**config.mk**
```make
export PLATFORM = sky130hd
export DESIGN_NAME = pdrq_ram
export DESIGN_NICKNAME = d
export VERILOG_FILES = /design/src/hdl/pdrq_ram.sv
export SDC_FILE = /design/constraint.sdc
export NUM_CORES = 1
export LEC_CHECK = 0
export ABC_AREA = 0
export BUFFER_PORTS_ARGS = -buffer_cell sky130_fd_sc_hd__clkbuf_2
export CAP_MARGIN = 25
export CORE_AREA = 2 2 105 107
export DETAILED_ROUTE_END_ITERATION = 7
export DIE_AREA = 0 0 107 109
export GPL_TIMING_DRIVEN = 0
export HOLD_SLACK_MARGIN = 0.03
export PLACE_DENSITY = 0.79
export SLEW_MARGIN = 20
export SYNTH_ARGS = -nofsm -noshare
export SYNTH_HDL_FRONTEND = slang
export SYNTH_SLANG_ARGS = --single-unit
```
**constraint.sdc**
```tcl
create_clock -name clk -period 1.6 [get_ports clk]
set_input_delay 0 -clock clk [delete_from_list [all_inputs] [get_ports clk]]
set_output_delay 0 -clock clk [all_outputs]
set_load 0.02 [all_outputs]
```
**src/hdl/pdrq_ram.sv**
```systemverilog
// Generic single write port, single read port RAM with a registered read.
// Depends on nothing else.
module pdrq_ram #(
	parameter int WIDTH = 8,
	parameter int DEPTH = 16
) (
	input  logic                     clk,
	input  logic                     we,
	input  logic [$clog2(DEPTH)-1:0] waddr,
	input  logic [WIDTH-1:0]         wdata,
	input  logic [$clog2(DEPTH)-1:0] raddr,
	output logic [WIDTH-1:0]         rdata
);

	logic [WIDTH-1:0] mem_q [DEPTH];

	always_ff @(posedge clk) begin
		if (we) begin
			mem_q[waddr] <= wdata;
		end
		rdata <= mem_q[raddr];
	end

endmodule

```
==> metrics.yaml <==
synthesis:
  ys_seq_area_share_pct: 77.8
  synth_cell_type_count: 19
  syn_inst: 229
  ys_warn_count: 0
  ys_seq_elements: 136
  synth_area_per_cell_um2: 22.5
  syn_area_um2: 5150
  syn-num-nets: 247
timing:
  grt_setup_unrepaired: "no"
  hold_ws_ns: 0.0435
  tns_ns: 0
  fin_crit_ns: 1.50
  setup_viol: 0
  slew_headroom_pct: 44.8
  finalClockSkew_ns: 0.00628
  drv_slew: 0
  max_freq_mhz: 668
  period_share_pct: 93.5
  tightest_slew_ns: 0.825
  finalHoldViolCount: 0
floorplanning:
  dieHeight_um: 109
  ios: 26
  dieWidth_um: 107
  die_area_um2: 11700
  num_rows: 38
  coreArea_um2: 10600
  initial_utilization_pct: 48.5
setup_path:
  crit_type: "primary input to flop"
  startpoint: "waddr[0]"
  end_kind: "flop"
  start_kind: "primary input"
  regToRegStartpoint: "mem_q[1][0]"
  critPathRequiredTime_ns: 1.75
  worstPathArrival_ns: 1.65
  cp_max_fo: 8
grt:
  grt_first_pass_wirelength_mm: 15.7
  grt_overflow: 0
  grt_start_max_net_pins: 17
  antenna_found_initial: 0
  grt_pass1_vias: 2537
  grt.total_usage_pct: 20.0
power_and_ir_drop:
  peakVddDrop_uv: 841
  p_leak_nw: 2.08
  p_sw_mw: 1.77
  sw_frac_of_total_pct: 21.4
  clkPwrFrac_pct: 46.5
  powerDensity_nw_per_um2: 1340
  total_power_mw: 8.29
  combPwrFrac_pct: 5.2
  seq_power_share_pct: 48.4
  p_int_mw: 6.51
placement:
  numPlacedInstances: 393
  portBuffers: 24
  place_congestion: 0.767
  dp_hpwl_mm: 6.16
cells_and_area:
  fin_nets: 300
  layoutNonFillerInstCount: 435
  mostFrequentLayoutCells: "edfxtp_1, clkbuf_2, clkbuf_16"
  syn2layout_area_growth_pct: 19.8
  layout_commonest_cell: "edfxtp_1"
  drive_gt1_share_pct: 29.8
  n_antenna_cell: 0
  n_fill_cell: 715
clocking:
  cts-buffers-inserted: 17
  cts.htree.levels: 4
  cts_tree: "built"
  clk_pin_slew_ns: 0.06
  cts_buffer_depth: 2
  ctsResizeCount: 0
  clk_latency_ns: 0.52
  clockRootBuffer: "clkbuf_8"
  hold_buffers: 10
  post_cts_buffers: 0
  clock_sinks: 136
routing:
  num_vias: 2528
  firstDrtPassIters: 5
  wl_mm: 10.4
  drt_iter0_markers: 219
  antenna_left: 0
  drc: 0
  routed_via_density: 5.81
  wl_per_cell_um: 24.0
worst_hold_path:
  hp-start: "raddr[0]"
  hold_path.class: "primary input to flop"
status:
  status: "finished, final reports clean"
run:
  maxCapViolCount: 0
-- worst max-delay path: stages --
cell and delay (ns):
dlygate4sd3_1 0.53, clkbuf_2 0.20, nand2b_1 0.25, nor2_1 0.66
-- final timing paths --
check             slack (ns)  cells after the start           end
setup / recovery        0.10                      4  mem_q[10][5]
hold / removal          0.04                      4      rdata[7]
setup reg to reg        0.17                      3      rdata[0]
hold reg to reg         0.69                      3      rdata[1]
-- state kept, by name, indices dropped and copies added, names as in the netlist --
name,cells
mem_q,128
rdata,8
-- kinds of logic (layout without fill, tap and decap cells) --
logic type	count (synthesis)	after routing	share of synthesized area, %
flip-flops	136	136	77.8
AND/OR/NAND/NOR	35	35	3.18
buffers and inverters	10	76	1.68
AO/OA/AOI/OAI	16	16	2.33
multiplexers	32	32	15.0
-- stage by stage --
step                utilization (%)  setup slack (ns)  cell area, um^2
CTS                            58.2            0.0815             6170
global placement               51.3            -0.396             5440
global route                   58.2            0.0319             6170
detailed placement             51.5           -0.0987             5460
floorplan                         -             0.107             5150
finish                         58.2             0.104             6170
-- final cells by class --
class	count	area, um^2	area share [%]
well taps	140	175	2.84
multi-input cells	83	1080	17.5
repair buffers	34	220	3.57
flip-flops and latches	136	4000	64.9
clock inverters	11	111	1.81
clock buffers	21	493	7.99
plain buffers	10	86.3	1.40
-- Yosys cell counts --
| library cell | number | area [um^2] |
|---|---|---|
| nor2b_1 | 1 | 6.26 |
| dfxtp_1 | 8 | 160 |
| nor2_1 | 13 | 48.8 |
| and2b_1 | 1 | 7.51 |
| mux4_1 | 14 | 368 |
| buf_6 | 3 | 33.8 |
| a22oi_1 | 16 | 120 |
| buf_2 | 3 | 15.0 |
| nand3b_1 | 2 | 15.0 |
| edfxtp_1 | 128 | 3840 |
| nand3_1 | 1 | 5.00 |
| mux4_2 | 18 | 405 |
| nor3_1 | 4 | 20.0 |
| or3b_2 | 1 | 8.76 |
| and2_1 | 1 | 6.26 |
| nand2_1 | 9 | 33.8 |
| nand2b_1 | 2 | 12.5 |
| buf_4 | 1 | 7.51 |
| clkdlybuf4s25_2 | 3 | 30.0 |
-- routing by layer --
layer	vias up	share of wire, %	GRT usage [%]
met5	-	0	0
met4	0	2.2	8.63
met3	18	6.2	5.44
met2	128	53	32.8
met1	1302	39	25.3
li1	1080	-	-
-- power groups by stage --
stage,Sequential [mW],Combinational (mW),Clock (mW)
final,4.01,0.427,3.85
after global routing,4.01,0.456,4.04
after CTS,4.01,0.430,3.88
after detailed placement,4.08,0.406,0
after global placement,4.07,0.388,0
after floorplan,4.10,0.202,0
(Power assumes the default switching activity.)
