===== src/hdl/pdrq_pkg.sv =====
// Package for the packet descriptor ring queue.
// Holds the sizes, the command and result word types, the action and register codes
// and the ring index helpers. It depends on nothing else.
package pdrq_pkg;

	localparam int SLOTS  = 256;
	localparam int IDX_W  = $clog2(SLOTS);
	localparam int PRIO_W = 4;
	localparam int SEQ_W  = 32;
	localparam int CNT_W  = 8;
	localparam int POS_W  = 8;
	localparam int ACT_W  = 3;
	localparam int CFG_AW = 3;
	localparam int CFG_DW = 32;

	localparam logic [SEQ_W-1:0]  SEQ_WILDCARD = '1;
	localparam logic [PRIO_W-1:0] PRIO_EMPTY   = '0;

	typedef enum logic [ACT_W-1:0] {
		ACT_PUSH   = 3'd0,
		ACT_POP    = 3'd1,
		ACT_CLEAR  = 3'd2,
		ACT_LOOKUP = 3'd3,
		ACT_READ   = 3'd4
	} action_t;

	// Register index, taken from the word address bit of the configuration port.
	typedef enum logic {
		REG_OVERWRITE = 1'b0,
		REG_CAPACITY  = 1'b1
	} reg_idx_t;

	typedef struct packed {
		logic [ACT_W-1:0]  action;
		logic [PRIO_W-1:0] priority_req;
		logic [SEQ_W-1:0]  sequence_req;
		logic              sent_flag;
		logic [POS_W-1:0]  position;
	} cmd_t;

	typedef struct packed {
		logic              ok;
		logic              overwrote;
		logic [CNT_W-1:0]  count;
		logic              has_unsent;
		logic [PRIO_W-1:0] highest_priority;
		logic [SEQ_W-1:0]  first_sent_sequence;
		logic [SEQ_W-1:0]  last_sequence;
		logic [PRIO_W-1:0] entry_priority;
		logic [SEQ_W-1:0]  entry_sequence;
		logic              entry_sent;
	} result_t;

	typedef struct packed {
		logic              sent;
		logic [SEQ_W-1:0]  seq;
		logic [PRIO_W-1:0] prio;
	} entry_t;

	localparam int ENTRY_W = $bits(entry_t);

	typedef struct packed {
		logic             overwrite_enable;
		logic [CNT_W-1:0] capacity;
	} cfg_t;

	// Control from the sequencer to the scan unit.
	typedef struct packed {
		logic             init;
		logic             ok_init;
		logic             over_init;
		logic             lookup_en;
		logic             read_en;
		logic [POS_W-1:0] read_pos;
		logic [CNT_W-1:0] count;
		logic [SEQ_W-1:0] seq_req;
	} scan_ctl_t;

	// Ring index that lies off places after idx, wrapped at the slot count.
	function automatic logic [IDX_W-1:0] slot_after(input logic [IDX_W-1:0] idx,
			input logic [IDX_W-1:0] off);
		logic [IDX_W:0] s;
		s = {1'b0, idx} + {1'b0, off};
		if (s >= (IDX_W+1)'(SLOTS)) begin
			s = s - (IDX_W+1)'(SLOTS);
		end
		return s[IDX_W-1:0];
	endfunction

	// Capacity as the queue uses it: at least one, at most one less than the slots.
	function automatic logic [CNT_W-1:0] eff_capacity(input logic [CNT_W-1:0] cap);
		logic [CNT_W-1:0] c;
		c = cap;
		if (c == '0) begin
			c = CNT_W'(1);
		end
		if ({1'b0, c} > (CNT_W+1)'(SLOTS - 1)) begin
			c = CNT_W'(SLOTS - 1);
		end
		return c;
	endfunction

endpackage


===== src/hdl/pdrq_cfg.sv =====
// Configuration registers of the ring queue behind an APB-style port.
// Depends on pdrq_pkg.
module pdrq_cfg (
	input  logic                          clk,
	input  logic                          arst_n,
	input  logic                          psel,
	input  logic                          penable,
	input  logic                          pwrite,
	input  logic [pdrq_pkg::CFG_AW-1:0]   paddr,
	input  logic [pdrq_pkg::CFG_DW-1:0]   pwdata,
	output logic [pdrq_pkg::CFG_DW-1:0]   prdata,
	output logic                          pready,
	output pdrq_pkg::cfg_t                cfg
);
	import pdrq_pkg::*;

	logic             overwrite_q;
	logic [CNT_W-1:0] capacity_q;
	logic             wr_en;
	reg_idx_t         reg_sel;

	assign pready  = 1'b1;
	assign wr_en   = psel && penable && pwrite;
	assign reg_sel = reg_idx_t'(paddr[2]);

	always_ff @(posedge clk or negedge arst_n) begin
		if (!arst_n) begin
			overwrite_q <= 1'b1;
			capacity_q  <= CNT_W'(255);
		end else if (wr_en) begin
			case (reg_sel)
				REG_OVERWRITE: overwrite_q <= pwdata[0];
				REG_CAPACITY:  capacity_q  <= pwdata[CNT_W-1:0];
				default: ;
			endcase
		end
	end

	always_comb begin
		case (reg_sel)
			REG_OVERWRITE: prdata = {{(CFG_DW-1){1'b0}}, overwrite_q};
			REG_CAPACITY:  prdata = {{(CFG_DW-CNT_W){1'b0}}, capacity_q};
			default:       prdata = '0;
		endcase
	end

	assign cfg.overwrite_enable = overwrite_q;
	assign cfg.capacity         = capacity_q;

endmodule


===== config.mk =====
export PLATFORM = sky130hd
export DESIGN_NAME = pdrq_cfg
export DESIGN_NICKNAME = d
export VERILOG_FILES = /design/src/hdl/pdrq_pkg.sv /design/src/hdl/pdrq_cfg.sv
export SDC_FILE = /design/constraint.sdc
export NUM_CORES = 1
export LEC_CHECK = 0
export ABC_AREA = 0
export BUFFER_PORTS_ARGS = -buffer_cell sky130_fd_sc_hd__buf_2
export CAP_MARGIN = 20
export CORE_MARGIN = 3
export CORE_UTILIZATION = 31
export CTS_CLUSTER_SIZE = 10
export DETAILED_ROUTE_END_ITERATION = 7
export GPL_TIMING_DRIVEN = 1
export PLACE_DENSITY = 0.78
export SLEW_MARGIN = 10
export SYNTH_ARGS = -nofsm -noshare
export SYNTH_HDL_FRONTEND = slang
export SYNTH_SLANG_ARGS = --single-unit

===== constraint.sdc =====
create_clock -name clk -period 0.9 [get_ports clk]
set_input_delay 0.135 -clock clk [delete_from_list [all_inputs] [get_ports clk]]
set_output_delay 0.135 -clock clk [all_outputs]
set_load 0.1 [all_outputs]

==> metrics.cfg <==
[status]
outcome = finished with violations
violations = negative setup slack

[sta]
fin_ws_ns = -0.424
slew_violations = 0
period_needed_ns = 1.32
finClkSkew_ns = 0
grt_setup_unrepaired = yes
setup_tns_ns = -6.78
finalSetupViolCount = 19
post-route-period-util_pct = 147
fmax_mhz = 755
final_hold_viol_count = 0

[global_route]
grt_pass1_wl_mm = 2.19
grt_antenna_before_repair = 0
first_global_vias = 455
grt_use_met3_pct = 4.01
use_met1_pct = 13.0
grt-ovfl-total = 0
grt_max_degree = 10
grt_use_total_pct = 11.2
use_met2_pct = 19.7
top_usage_layer = met2

[worst_setup_path]
rrSetupSlack_ns = -0.10
r2r_start = capacity_q[4]
cp.depth = 2
rr_endpoint = capacity_q[4]
critPathCaptureType = output port
cpPeakStageDelay_ns = 0.61
rr_worst_depth = 3
cp-start-kind = flip-flop
slowest_stage = dfstp_4
cp.arrival_ns = 1.19
crit_fanout = 2
path_delay_family = flip-flops
path_cells = mux2_4, buf_12
path_buf_inv = 1
critPathKind = flip-flop to output port
required_ns = 0.76

[floorplanning]
die_area_sq_mm = 0.00267
die_h_microns = 51.6
io_pins = 82
die_w_microns = 51.6
rows = 15
core_area_sq_mm = 0.00184
start_util_pct = 35.1

[cells_and_area]
fin_cells = 124
finalInstanceArea_sq_mm = 0.00118
area_growth_pct = 82.8
num_antenna_cells = 0
fin_nets = 140
drive_gt1_share_pct = 71.7
nFillCells = 147
final_util_pct = 64.1

[synth]
synth_ff_type = dfstp_2
ys_types = 8
synth_seq_area_share_pct = 36.6
ys_warn_count = 0
postSynth.asyncResetShare_pct = 100
yosys-top-cells-count = buf_4, mux2_2, dfstp_2
syn_area_sq_um = 646
yosysMostFrequentCell = buf_4
synth.area.top_cells = dfstp_2, buf_4, mux2_2, and2_2, nand4_4
netlist_instances = 57
syn_avg_cell_area_sq_um = 11.3
yosys.area.top_type_share_pct = 36.6
synth_edf_count = 0
ys_seq_elements = 9
synth_area_leader_cell = dfstp_2

[route]
first_pass_iters = 3
wl_mm = 1.43
detail-route-antenna-nets = 0
drc_errors = 0
dr_total_vias = 471
drtIter0Drc = 4
wire_per_inst_microns = 11.6
viasPerCell = 3.80

[hold_path]
hp-start = pwdata[7]
min_path_cells = 2
holdPathEnd = capacity_q[7]
hp-class = input port to flip-flop

[place]
gp_congestion = 0.627
hpwl_mm = 1.17
post_dp_cell_area_sq_mm = 0.00111
placed_cells = 118
pre_cts_ws_ns = -0.153
numPortBuffers = 30

[clock_network]
clkTransAtPathRegs_ns = 0.06
cts_tree = built
htree_num_levels = 1
clk_latency_ns = 0.25
clock-sinks = 9
cts_buffers = 3
root_buffer = clkbuf_4
clk_path_buf_depth = 2

[power]
power_density_mw_per_mm2 = 3130
leakage_nw = 0.589
ir_drop_mv = 1.53

[run]
cap_violations = 0

[final cells by class]
cell class              instances  area (sq um)  area share, %
flip-flops and latches          9           267           22.6
well taps                      25          31.3           2.65
multi-input cells              44           332           28.1
repair buffers                 42           524           44.4
clock buffers                   4          26.3           2.23
[metrics by stage]
| stage | power (mW) | hold WS [ns] |
|---|---|---|
| 6_report | 3.69 | 0.111 |
| 2_1_floorplan | 2.56 | -0.0128 |
| 5_1_grt | 3.81 | 0.103 |
| 4_1_cts | 3.68 | 0.105 |
| 3_3_place_gp | 3.29 | 0.211 |
| 3_5_place_dp | 3.32 | 0.234 |
[logic make-up (layout without fill, tap and decap cells)]
group	count (synthesis)	count (layout)	synth area share, %
DFF	9	9	36.6
muxes	10	10	17.4
and+or+nand+nor	9	9	12.8
buffers and inverters	27	46	32.0
other	2	25	1.16
[metal layers]
metal	routed length, microns	vias to the layer above	share of wire, %
met5	0	-	0
met1	559	218	39
met3	173	0	12
met4	0	0	0
li1	-	217	-
met2	700	36	49
[registers in the layout, summed over array words and instances, names as in the netlist]
signal / flops
capacity_q: 8
overwrite_q: 1
[worst register-to-register path: stages, from the launching register on]
cell	delay, ns
dfstp_4	0.47
buf_6	0.12
buf_6	0.10
mux2_4	0.24
[worst max-delay path by stage]
stage	from	endpoint	slack, ns
CTS	capacity_q[0]	prdata[0]	-0.44
finish	capacity_q[0]	prdata[0]	-0.42
global placement	capacity_q[0]	prdata[0]	-0.14
detailed placement	capacity_q[6]	prdata[6]	-0.15
floorplan	capacity_q[0]	prdata[0]	-0.41
global route	capacity_q[5]	prdata[5]	-0.46
[cells in the final DEF, fill, tap and decap left out, types with 3 or more instances in the layout]
cell / netlist / final
clkbuf_4: 0 / 3
mux2_4: 0 / 9
buf_6: 1 / 7
buf_4: 26 / 4
conb_1: 2 / 25
buf_12: 0 / 17
and2_4: 0 / 7
dfstp_4: 0 / 8
buf_2: 0 / 13
[power by group]
part           switching (mW)  total, mW  internal, mW
logic                    1.78       2.70         0.923
registers              0.0732      0.686         0.613
clock network           0.136      0.307         0.171
[what timing repair did]
item | in CTS | in global routing
resized for setup | 5 | 3
hold endpoints to repair | 9 | 0
buffers inserted | 0 | 1
hold buffers | 1 | 0
pin swaps | 7 | 0
endpoints found under the setup margin | 19 | 19
No activity file was read; power rests on OpenSTA's default activity.
