<file path="src/hdl/pdrq_pkg.sv">
// Package for the packet descriptor ring queue.
// Holds the sizes, the command and result word types, the action and register codes
// and the ring index helpers. It depends on nothing else.
package pdrq_pkg;

	localparam int SLOTS  = 256;
	localparam int IDX_W  = $clog2(SLOTS);
	localparam int PRIO_W = 4;
	localparam int SEQ_W  = 32;
	localparam int CNT_W  = 8;
	localparam int POS_W  = 8;
	localparam int ACT_W  = 3;
	localparam int CFG_AW = 3;
	localparam int CFG_DW = 32;

	localparam logic [SEQ_W-1:0]  SEQ_WILDCARD = '1;
	localparam logic [PRIO_W-1:0] PRIO_EMPTY   = '0;

	typedef enum logic [ACT_W-1:0] {
		ACT_PUSH   = 3'd0,
		ACT_POP    = 3'd1,
		ACT_CLEAR  = 3'd2,
		ACT_LOOKUP = 3'd3,
		ACT_READ   = 3'd4
	} action_t;

	// Register index, taken from the word address bit of the configuration port.
	typedef enum logic {
		REG_OVERWRITE = 1'b0,
		REG_CAPACITY  = 1'b1
	} reg_idx_t;

	typedef struct packed {
		logic [ACT_W-1:0]  action;
		logic [PRIO_W-1:0] priority_req;
		logic [SEQ_W-1:0]  sequence_req;
		logic              sent_flag;
		logic [POS_W-1:0]  position;
	} cmd_t;

	typedef struct packed {
		logic              ok;
		logic              overwrote;
		logic [CNT_W-1:0]  count;
		logic              has_unsent;
		logic [PRIO_W-1:0] highest_priority;
		logic [SEQ_W-1:0]  first_sent_sequence;
		logic [SEQ_W-1:0]  last_sequence;
		logic [PRIO_W-1:0] entry_priority;
		logic [SEQ_W-1:0]  entry_sequence;
		logic              entry_sent;
	} result_t;

	typedef struct packed {
		logic              sent;
		logic [SEQ_W-1:0]  seq;
		logic [PRIO_W-1:0] prio;
	} entry_t;

	localparam int ENTRY_W = $bits(entry_t);

	typedef struct packed {
		logic             overwrite_enable;
		logic [CNT_W-1:0] capacity;
	} cfg_t;

	// Control from the sequencer to the scan unit.
	typedef struct packed {
		logic             init;
		logic             ok_init;
		logic             over_init;
		logic             lookup_en;
		logic             read_en;
		logic [POS_W-1:0] read_pos;
		logic [CNT_W-1:0] count;
		logic [SEQ_W-1:0] seq_req;
	} scan_ctl_t;

	// Ring index that lies off places after idx, wrapped at the slot count.
	function automatic logic [IDX_W-1:0] slot_after(input logic [IDX_W-1:0] idx,
			input logic [IDX_W-1:0] off);
		logic [IDX_W:0] s;
		s = {1'b0, idx} + {1'b0, off};
		if (s >= (IDX_W+1)'(SLOTS)) begin
			s = s - (IDX_W+1)'(SLOTS);
		end
		return s[IDX_W-1:0];
	endfunction

	// Capacity as the queue uses it: at least one, at most one less than the slots.
	function automatic logic [CNT_W-1:0] eff_capacity(input logic [CNT_W-1:0] cap);
		logic [CNT_W-1:0] c;
		c = cap;
		if (c == '0) begin
			c = CNT_W'(1);
		end
		if ({1'b0, c} > (CNT_W+1)'(SLOTS - 1)) begin
			c = CNT_W'(SLOTS - 1);
		end
		return c;
	endfunction

endpackage

</file>
<file path="src/hdl/pdrq_scan.sv">
// Scan unit: one compare and maximum stage that folds the queue entries, one per cycle,
// into the status, lookup and read fields of the result word. Depends on pdrq_pkg.
module pdrq_scan (
	input  logic                          clk,
	input  logic                          arst_n,
	input  pdrq_pkg::scan_ctl_t           ctl,
	input  logic                          ent_vld,
	input  logic [pdrq_pkg::IDX_W-1:0]    ent_pos,
	input  pdrq_pkg::entry_t              ent,
	output pdrq_pkg::result_t             res
);
	import pdrq_pkg::*;

	logic              lookup_en_q;
	logic              lookup_done_q;
	logic              read_en_q;
	logic [POS_W-1:0]  read_pos_q;
	logic [SEQ_W-1:0]  seq_req_q;
	result_t           res_q;
	logic              seq_match;
	logic [CNT_W-1:0]  pos_ext;

	assign pos_ext   = CNT_W'(ent_pos);
	assign seq_match = (seq_req_q == SEQ_WILDCARD) || (ent.seq == SEQ_WILDCARD) ||
		(ent.seq == seq_req_q);

	always_ff @(posedge clk or negedge arst_n) begin
		if (!arst_n) begin
			lookup_en_q   <= 1'b0;
			lookup_done_q <= 1'b0;
			read_en_q     <= 1'b0;
		end else if (ctl.init) begin
			lookup_en_q   <= ctl.lookup_en;
			lookup_done_q <= 1'b0;
			read_en_q     <= ctl.read_en;
		end else if (ent_vld && lookup_en_q && !lookup_done_q) begin
			// The lookup stops at the first unsent entry or at the first match.
			if (!ent.sent || seq_match) begin
				lookup_done_q <= 1'b1;
			end
		end
	end

	always_ff @(posedge clk) begin
		if (ctl.init) begin
			read_pos_q                <= ctl.read_pos;
			seq_req_q                 <= ctl.seq_req;
			res_q.ok                  <= ctl.ok_init;
			res_q.overwrote           <= ctl.over_init;
			res_q.count               <= ctl.count;
			res_q.has_unsent          <= 1'b0;
			res_q.highest_priority    <= PRIO_EMPTY;
			res_q.first_sent_sequence <= SEQ_WILDCARD;
			res_q.last_sequence       <= SEQ_WILDCARD;
			res_q.entry_priority      <= '0;
			res_q.entry_sequence      <= '0;
			res_q.entry_sent          <= 1'b0;
		end else if (ent_vld) begin
			if (!ent.sent) begin
				res_q.has_unsent <= 1'b1;
			end
			if (ent.prio > res_q.highest_priority) begin
				res_q.highest_priority <= ent.prio;
			end
			if (pos_ext == '0) begin
				res_q.first_sent_sequence <= ent.sent ? ent.seq : SEQ_WILDCARD;
			end
			if (pos_ext == res_q.count - CNT_W'(1)) begin
				res_q.last_sequence <= ent.seq;
			end
			if (lookup_en_q && !lookup_done_q && ent.sent && seq_match) begin
				res_q.ok <= 1'b1;
			end
			if (read_en_q && pos_ext == read_pos_q) begin
				res_q.ok             <= 1'b1;
				res_q.entry_priority <= ent.prio;
				res_q.entry_sequence <= ent.seq;
				res_q.entry_sent     <= ent.sent;
			end
		end
	end

	assign res = res_q;

endmodule

</file>
<file path="config.mk">
export PLATFORM = sky130hd
export DESIGN_NAME = pdrq_scan
export DESIGN_NICKNAME = d
export VERILOG_FILES = /design/src/hdl/pdrq_pkg.sv /design/src/hdl/pdrq_scan.sv
export SDC_FILE = /design/constraint.sdc
export NUM_CORES = 1
export LEC_CHECK = 0
export BUFFER_PORTS_ARGS = -buffer_cell sky130_fd_sc_hd__buf_4
export CAP_MARGIN = 20
export CORE_MARGIN = 4
export CORE_UTILIZATION = 36
export CTS_CLUSTER_SIZE = 16
export DETAILED_ROUTE_END_ITERATION = 10
export GPL_ROUTABILITY_DRIVEN = 0
export PLACE_DENSITY = 0.68
export SYNTH_ARGS = -nofsm -noshare
export SYNTH_HDL_FRONTEND = slang
export SYNTH_SLANG_ARGS = --single-unit
</file>
<file path="constraint.sdc">
create_clock -name clk -period 2.4 [get_ports clk]
set_input_delay 0.12 -clock clk [delete_from_list [all_inputs] [get_ports clk]]
set_output_delay 0.12 -clock clk [all_outputs]
set_load 0.1 [all_outputs]
</file>
==> summary.txt, run 1 <==
Synthesis
  – Number of synthesized flops with an enable pin: 50
  – Synth top area cells: dfxtp_1 32%, edfxtp_1 22%, mux2i_1 6.1%, nor2_1 6.1%, xor2_1 5.6%
  – Post-Synthesis Cells: just over 600
  – Ys async rst share: 0.0189
  – Yosys warnings: 0
  – Largest area contributor in the netlist: dfxtp_1
  – Commonest cells in the netlist: 109 x nor2_1, 106 x dfxtp_1, 50 x edfxtp_1
  – Main synth FF type: dfxtp_1
  – Syn avg cell area: about 11 µm²
  – Top-count cell post-synth: nor2_1
  – Post-synthesis sequential area ratio: 0.552
  – Netlist cell types: 39
  – FF+latch count, synth: between 150 and 200
  – Synthesized Nets: between 700 and 800
  – Cell area after synthesis: around 0.0067 mm²
  – Synth top area share: 0.317

Floorplan
  – Ports: ~220
  – Die footprint: around 0.021 mm²
  – Std-Cell Rows: about 50
  – Starting density of the core: 0.369
  – Die X: between 100 and 150 µm
  – Chip height: between 100 and 150 µm
  – Core Region: roughly 0.018 mm²

Timing
  – Min cycle time layout: approximately 2.4 ns
  – Worst slew pin tran: 0.629 ns
  – Slew HR: 0.578
  – Setup TNS: 0 ns
  – Pins over their slew limit: 0
  – Worst clock skew: approximately 0.015 ns
  – RSZ-0062 raised after global routing: true
  – Final WS setup: 0.0301 ns
  – Final setup violating endpoints: 0
  – Final period util: 0.987
  – Final Hold Violating Endpoints: 0
  – Fmax: approximately 420 MHz

Setup path
  – R2r worst-path depth: 10
  – Slowest cell delay on critical path: 0.49 ns
  – Cell mode on critical path: buf_6
  – R2r endpoint: res[52]$_SDFFE_PP1P_
  – Crit-path cells: inv_2 > ha_4 > or3b_4 > xnor2_4 > nor4_4 > o211ai_4 > buf_6 > buf_4 > buf_6 > a21oi_2
  – CP Class: reg -> reg
  – CP Capture Point: res[52]$_SDFFE_PP1P_
  – CP endpoint kind: register
  – R2r setup slk: 0.03 ns
  – CP max FO: 8
  – Critical Path AT: approximately 2.7 ns
  – FF-to-FF Start: res[106]$_DFFE_PP_
  – Critical Path Start: res[106]$_DFFE_PP_
  – Slowest cell on crit path: edfxtp_1
  – CP Launch Type: register
  – Worst Path Required: between 2 and 3 ns

Placed design
  – # port buffers: between 200 and 250
  – DP Worst Slack: ~0.066 ns
  – HPWL after DPL: around 14,000 µm
  – Cell Area, Placed: approximately 0.0086 mm²
  – Placed Cells: about 1,000

Layout
  – Final instance area: slightly above 0.01 mm²
  – Layout area overhead: 53.6%
  – Fillers: around 1,500
  – Fin cells: 1,158
  – Nets: just over 1,000
  – Post-layout util: 0.567
  – Share of layout cells above drive strength 1: 0.375
  – Ant diodes: 0

Detailed routing
  – DRT Pass-1 Iters: 5
  – Vias per cell: about 5.0
  – DR iter-0 viols: 281
  – Drt wl/cell: roughly 18 µm
  – Via count: 5,734
  – DRC: 0
  – Post-route ant nets: 0
  – Final WL: about 21,000 µm

Clocking
  – CTS Sinks: around 160
  – Clock Pin Slew Worst Setup and Hold Paths: roughly 0.07 ns
  – Max clock buf depth: 2
  – Root Buffer: clkbuf_16
  – Worst-skew pair later-pin latency: between 0.4 and 0.5 ns
  – CTS H-Tree Depth: 4
  – Num CTS Buffers: 17
  – CTS tree: built

Power and ir drop
  – Comb power frac: 0.128
  – Psw: ~1.8 mW
  – Switching fraction of total power: 0.285
  – PwrDens: between 600 and 700 mW/mm²
  – P_int: 4.61 mW
  – Pleak: roughly 4.2 nW
  – Worst vdd ir: roughly 0.52 mV
  – Share of total power in the clock network: 0.419
  – Reg power frac: 0.454

GRT
  – GRT Util Overall: 0.193
  – Initial antenna violation count: 0
  – Grt ovf: 0
  – First-pass GRT wire length: 30,900 µm
  – Largest net degree at the start of global routing: between 60 and 70
  – Vias in the first global route: 5,628

Flow run
  – Max-cap violation count: 0

Outcome
  – Outcome: finished, final reports clean

Worst hold path
  – Hold Path Class: in -> reg
==> power groups by stage <==
stage / logic [mW] / registers, mW / clock network [mW]
after floorplan: 0.216 / 3.13 / 0
after global placement: 0.686 / 2.98 / 0
after detailed placement: 0.688 / 2.98 / 0
after CTS: 0.799 / 2.92 / 2.75
after global routing: 0.873 / 2.93 / 2.86
final: 0.823 / 2.93 / 2.70
==> critical path, delay by kind of cell (launching register included) <==
| kind | cells | cell delay (ns) |
|---|---|---|
| fa+ha+maj | 1 | 0.12 |
| flops | 1 | 0.49 |
| xor+xnor | 1 | 0.16 |
| compound gates | 2 | 0.25 |
| buf+inv | 4 | 0.57 |
| simple gates | 2 | 0.71 |
==> flip-flops by register name (all words and copies together), names as in the netlist <==
signal	flops
res	116
seq_req_q	32
read_pos_q	8
lookup_done_q	1
lookup_en_q	1
read_en_q	1
==> how the worst min path moves through the flow <==
| stage | from | endpoint | depth (start not counted) |
|---|---|---|---|
| after CTS | ent_vld | res[105]$_SDFFE_PP0P_ | 3 |
| after global placement | arst_n | lookup_done_q$_DFFE_PN0P_ | 1 |
| final | ent[27] | res[60]$_SDFFE_PP1P_ | 3 |
| after floorplan | arst_n | lookup_done_q$_DFFE_PN0P_ | 0 |
| after detailed placement | arst_n | read_en_q$_DFFE_PN0P_ | 1 |
| after global routing | ent[11] | res[44]$_SDFFE_PP1P_ | 3 |
==> what timing repair did <==
item,4_1_cts,5_1_grt
setup buffers,0,6
endpoints found under the setup margin,0,24
endpoints found under the hold margin,103,0
hold buffers,80,0
resized for setup,0,11
==> stage by stage <==
| stage | hold WS (ns) | total power [mW] |
|---|---|---|
| finish | 0.00335 | 6.45 |
| floorplan | -0.176 | 3.34 |
| global placement | -0.0742 | 3.67 |
| global route | 0.00257 | 6.67 |
| CTS | 0.00123 | 6.47 |
| detailed placement | -0.0780 | 3.67 |
==> routing by layer <==
metal / global-route usage / vias up / wire (µm)
met5: 0 / - / 0
met4: 0.0515 / 0 / 248
met3: 0.0565 / 23 / 1540
met2: 0.318 / 194 / 10400
met1: 0.249 / 2735 / 9160
li1: - / 2782 / -
==> logic make-up after synthesis <==
family / count (synthesis) / share of synthesized area
flip-flops: 159 / 0.552
buffers and inverters: 47 / 0.0336
multiplexers: 43 / 0.0646
XOR/XNOR: 51 / 0.0666
adder cells (fa/ha/maj): 5 / 0.00933
AO/OA/AOI/OAI: 78 / 0.0922
AND/OR/NAND/NOR: 228 / 0.182
==> area by class of cell <==
class / count / area [µm²] / area share
clock buffer: 17 / 425 / 0.0413
clock inverter: 15 / 160 / 0.0156
inverter: 11 / 41.3 / 0.00401
multi-input combinational: 406 / 2890 / 0.281
sequential: 159 / 3700 / 0.359
tap: 229 / 287 / 0.0278
timing repair buffer: 321 / 2790 / 0.271
==> layout by cell type, fill, tap and decap left out, drive strengths merged, types with 2 or more instances in the layout <==
master       instances
nor4                17
dfrtp                3
nor2               109
inv                 21
nor3                67
a21oi               36
edfxtp              50
o21ai                3
clkinv               4
clkbuf              22
nand4               23
o211ai               4
xnor2                8
mux2i               41
mux2                 2
nand2                4
ha                   5
xor2                43
buf                236
dfxtp              106
dlygate4sd3         80
nor2b                2
o21bai              33
Power figures use the tool's default switching activity.
==> run 2, diff against run 1 <==
Settings changed: CORE_ASPECT_RATIO set to 2.
==> summary.txt, run 2 (synthesized netlist as in run 1, its figures left out) <==
Setup path
  – Worst Path Required: between 2 and 3 ns
  – CP Launch Type: register
  – Critical Path AT: 2.57 ns
  – CP endpoint kind: register
  – CP Class: reg -> reg
  – CP max FO: 34

Detailed routing
  – Vias per cell: 4.99
  – DRT Pass-1 Iters: 4
  – DR iter-0 viols: 234
  – Drt wl/cell: 18.5 µm
  – Via count: about 5,700
  – DRC: 0
  – Post-route ant nets: 0
  – Final WL: 21,200 µm

GRT
  – Largest net degree at the start of global routing: 60
  – GRT Util Overall: 0.207
  – Initial antenna violation count: 2
  – First-pass GRT wire length: ~33,000 µm
  – Vias in the first global route: just over 6,000
  – Grt ovf: 0

Timing
  – Worst Hold Slack: around 0.019 ns
  – Final period util: 0.943
  – Worst clock skew: slightly above 0.009 ns
  – Final Hold Violating Endpoints: 0
  – Min cycle time layout: 2.26 ns
  – Slew HR: 0.606
  – Pins over their slew limit: 0
  – RSZ-0062 raised after global routing: false
  – Fmax: approximately 440 MHz
  – Worst slew pin tran: around 0.59 ns
  – Final setup violating endpoints: 0

Placed design
  – Placed Cells: 1,018
  – HPWL after DPL: between 10,000 and 15,000 µm
  – # port buffers: approximately 220

Clocking
  – Worst-skew pair later-pin latency: 0.43 ns
  – CTS tree: built
  – CTS Sinks: between 150 and 200
  – Clock Pin Slew Worst Setup and Hold Paths: 0.07 ns
  – Root Buffer: clkbuf_16
  – CTS H-Tree Depth: 4
  – Num CTS Buffers: 17
  – Max clock buf depth: 2
  – Setup Buffers After CTS: 0

Floorplan
  – Ports: 217
  – Starting density of the core: 0.366
  – Core Region: between 0.015 and 0.02 mm²
  – Std-Cell Rows: 70
  – Die X: approximately 100 µm
  – Chip height: 201 µm
  – Die footprint: roughly 0.021 mm²

Flow run
  – Max-cap violation count: 0

Layout
  – Most common cell after layout, fill and taps aside: buf_4
  – Most frequent cells in the layout: 221 x buf_4, 109 x nor2_1, 106 x dfxtp_1
  – Layout area overhead: 51.4%
  – Share of layout cells above drive strength 1: 0.355
  – Max FFs per register: 116
  – Fillers: 1,547
  – Nets: between 1,000 and 1,500
  – Fin cells: around 1,100

Worst hold path
  – Hold Path Class: in -> async

Power and ir drop
  – Pleak: 4.13 nW
  – PwrDens: roughly 650 mW/mm²
  – Worst vdd ir: between 0.4 and 0.5 mV
  – Pwr Total: ~6.6 mW

Outcome
  – Outcome: finished, final reports clean
[run 2: cell count changes in the layout (fill, tap and decap cells not counted), moves of 3 or more]
cell           previous run  this run
dlygate4sd3_1            80        90
clkbuf_8                  0         5
buf_6                     4         1
inv_8                     6         0
buf_4                   226       221
clkbuf_16                22        18
[run 2: timing repair]
item | CTS | global route
hold endpoints to repair | 119 | 0
setup endpoints to repair | 0 | 31
resized for setup | 0 | 1
hold buffers | 90 | 0
[run 2: report_power, final]
group / internal, mW / switching (mW) / leakage, nW
combinational: 0.343 / 0.472 / 2.44
sequential: 2.86 / 0.0599 / 1.38
clock: 1.75 / 1.13 / 0.305
total: 4.96 / 1.67 / 4.13
[run 2: worst paths after layout]
path                                        from                 endpoint  slack (ns)  depth (start not counted)
setup reg to reg              res[106]$_DFFE_PP_     res[64]$_SDFFE_PP1P_        0.14                          9
max in group asynchronous                 arst_n    read_en_q$_DFFE_PN0P_        2.29                          2
setup / recovery              res[106]$_DFFE_PP_     res[64]$_SDFFE_PP1P_        0.14                          9
hold reg to reg            res[105]$_SDFFE_PP0P_    res[105]$_SDFFE_PP0P_        0.48                          2
hold / removal                            arst_n  lookup_en_q$_DFFE_PN0P_        0.02                          2
min in group clk                         ent[16]     res[49]$_SDFFE_PP1P_        0.03                          3
[run 2: cell type report]
class / count / area [µm²] / area share
sequential: 159 / 3700 / 0.364
multi-input combinational: 405 / 2820 / 0.278
timing repair buffer: 317 / 2670 / 0.263
clock buffer: 23 / 519 / 0.0512
tap: 216 / 270 / 0.0266
clock inverter: 9 / 118 / 0.0116
inverter: 11 / 41.3 / 0.00407
antenna: 2 / 5.00 / 0.000493
[run 2: per-layer routing]
layer  wire, µm  GRT usage
met1       7390      0.209
met2      11900      0.388
met3       1010     0.0444
met4        859      0.109
met5          0          0
[run 2: critical path: stages, from the launching register on]
cell and delay [ns]:
edfxtp_1 0.49, inv_2 0.11, ha_4 0.13, or3b_4 0.38
xnor2_1 0.16, nor4_4 0.27, o211ai_4 0.17, buf_12 0.21
nor3_2 0.15, a21oi_2 0.04
[run 2: metrics by stage]
step	area [µm²]	worst slack, ns	util	TNS, ns
5_1_grt	10100	0.00650	0.554	0
2_1_floorplan	6730	-0.171	-	-5.13
3_3_place_gp	8600	0.203	0.470	0
6_report	10100	0.137	0.554	0
3_5_place_dp	8600	0.167	0.470	0
4_1_cts	10100	0.154	0.554	0
==> run 3, diff against run 2 <==
Settings changed: CELL_PAD_IN_SITES_DETAIL_PLACEMENT set to 1, CELL_PAD_IN_SITES_GLOBAL_PLACEMENT set to 1, CORE_UTILIZATION 36 to 35, HOLD_SLACK_MARGIN set to 0.05, PLACE_DENSITY 0.68 to 0.88.
==> summary.txt, run 3 (synthesized netlist as in run 1, its figures left out) <==
Clocking
  – Root Buffer: clkbuf_16
  – Clock Pin Slew Worst Setup and Hold Paths: around 0.07 ns
  – CTS H-Tree Depth: 4
  – CTS Sinks: between 150 and 200
  – CTS tree: built
  – Num CTS Buffers: 17
  – Worst-skew pair later-pin latency: 0.44 ns
  – Max clock buf depth: 2

Layout
  – Most frequent cells in the layout: 222 x buf_4, 109 x nor2_1, 106 x dfxtp_1
  – Nets: about 1,000
  – Most common cell after layout, fill and taps aside: buf_4
  – Register area: 0.00370 mm²
  – Layout area overhead: 52.2%
  – Multi-input gate area: about 0.0029 mm²
  – Share of layout cells above drive strength 1: 0.359
  – Fillers: 2,049
  – Max FFs per register: around 120

Detailed routing
  – Drt wl/cell: ~22 µm
  – Via count: about 6,000
  – DRC: 0
  – Post-route ant nets: 0
  – Final WL: around 26,000 µm
  – DRT Pass-1 Iters: 5
  – DR iter-0 viols: 237
  – Vias per cell: 5.09

Setup path
  – Cell mode on critical path: o211ai_2
  – Slowest cell delay on critical path: between 0.5 and 0.6 ns
  – CP max FO: between 40 and 50
  – CP delay by family, top: compound AO/OA/AOI/OAI gates
  – CP Launch Type: register
  – R2r setup slk: roughly 0.082 ns
  – CP Class: reg -> reg
  – Worst Path Required: 2.76 ns
  – Crit-path cells: buf_4 > or4_4 > o211ai_2 > o211ai_2 > o211ai_4 > buf_12 > nor3_1 > a21oi_1
  – CP endpoint kind: register
  – Slowest cell on crit path: or4_4
  – Critical path buffers and inverters: 2
  – Critical Path AT: about 2.7 ns

Timing
  – Setup TNS: 0 ns
  – Fmax: around 430 MHz
  – Worst Hold Slack: around 0.12 ns
  – Final Hold Violating Endpoints: 0
  – Final setup violating endpoints: 0
  – Pins over their slew limit: 0
  – Min cycle time layout: roughly 2.3 ns
  – Worst slew pin tran: around 0.6 ns
  – Worst clock skew: 0.00948 ns
  – Slew HR: 0.602
  – Final period util: 0.966
  – Final WS setup: slightly above 0.08 ns

GRT
  – GRT Util Overall: 0.247
  – Vias in the first global route: 6,822
  – First-pass GRT wire length: between 40,000 and 50,000 µm
  – Initial antenna violation count: 1
  – Grt ovf: 0
  – Largest net degree at the start of global routing: 65

Power and ir drop
  – PwrDens: 633 mW/mm²
  – Worst vdd ir: 0.518 mV
  – Pleak: between 4 and 5 nW

Flow run
  – Max-cap violation count: 0

Worst hold path
  – Hold Path Class: in -> reg

Floorplan
  – Core Region: approximately 0.019 mm²
  – Starting density of the core: 0.356
  – Ports: around 220
  – Die footprint: around 0.022 mm²
  – Std-Cell Rows: 71
  – Die X: 106 µm
  – Chip height: 204 µm

Placed design
  – # port buffers: between 200 and 250
  – DP Worst Slack: about 0.085 ns
  – HPWL after DPL: roughly 17,000 µm

Outcome
  – Outcome: finished, final reports clean
run 3: worst paths after layout:
check	end	start	depth (start not counted)
max	res[37]$_SDFFE_PP1P_	res[107]$_DFFE_PP_	8
min	res[12]$_SDFFE_PP0P_	ctl[52]	2
max in group asynchronous	read_en_q$_DFFE_PN0P_	arst_n	3
min reg2reg	res[105]$_SDFFE_PP0P_	res[105]$_SDFFE_PP0P_	2
max reg2reg	res[37]$_SDFFE_PP1P_	res[107]$_DFFE_PP_	8
min in group asynchronous	lookup_done_q$_DFFE_PN0P_	arst_n	3
run 3: power by group:
| part | total (mW) | internal (mW) | switching [mW] |
|---|---|---|---|
| Clock | 2.66 | 1.50 | 1.17 |
| Combinational | 0.860 | 0.354 | 0.506 |
| Sequential | 2.93 | 2.86 | 0.0665 |
| Total | 6.45 | 4.72 | 1.74 |
run 3: timing repair:
item                                    CTS  global route
hold buffers                             92             0
endpoints found under the setup margin    0            50
resized for setup                         0             8
endpoints found under the hold margin   158             0
buffers inserted                          0             3
run 3: layout make-up:
cell class | instances | area share
multi-input cells | 405 | 0.280
inverters | 11 | 0.00405
clock buffers | 21 | 0.0483
clock inverters | 11 | 0.00907
repair buffers | 321 | 0.265
flip-flops and latches | 159 | 0.362
diodes | 1 | 0.000245
well taps | 255 | 0.0313
run 3: metrics by stage:
step	cells	utilization	cell area (µm²)	power [mW]
6_report	1184	0.542	10200	6.45
5_1_grt	1184	0.542	10200	6.68
4_1_cts	1180	0.538	10100	6.47
3_5_place_dp	1056	0.458	8630	3.68
3_3_place_gp	1056	0.458	8630	3.66
2_1_floorplan	611	-	6730	3.34
run 3: metal layers:
metal,GRT usage,part of all wire
met1,0.238,0.33
met5,0,0
met3,0.0453,0.040
met4,0.149,0.054
met2,0.475,0.58
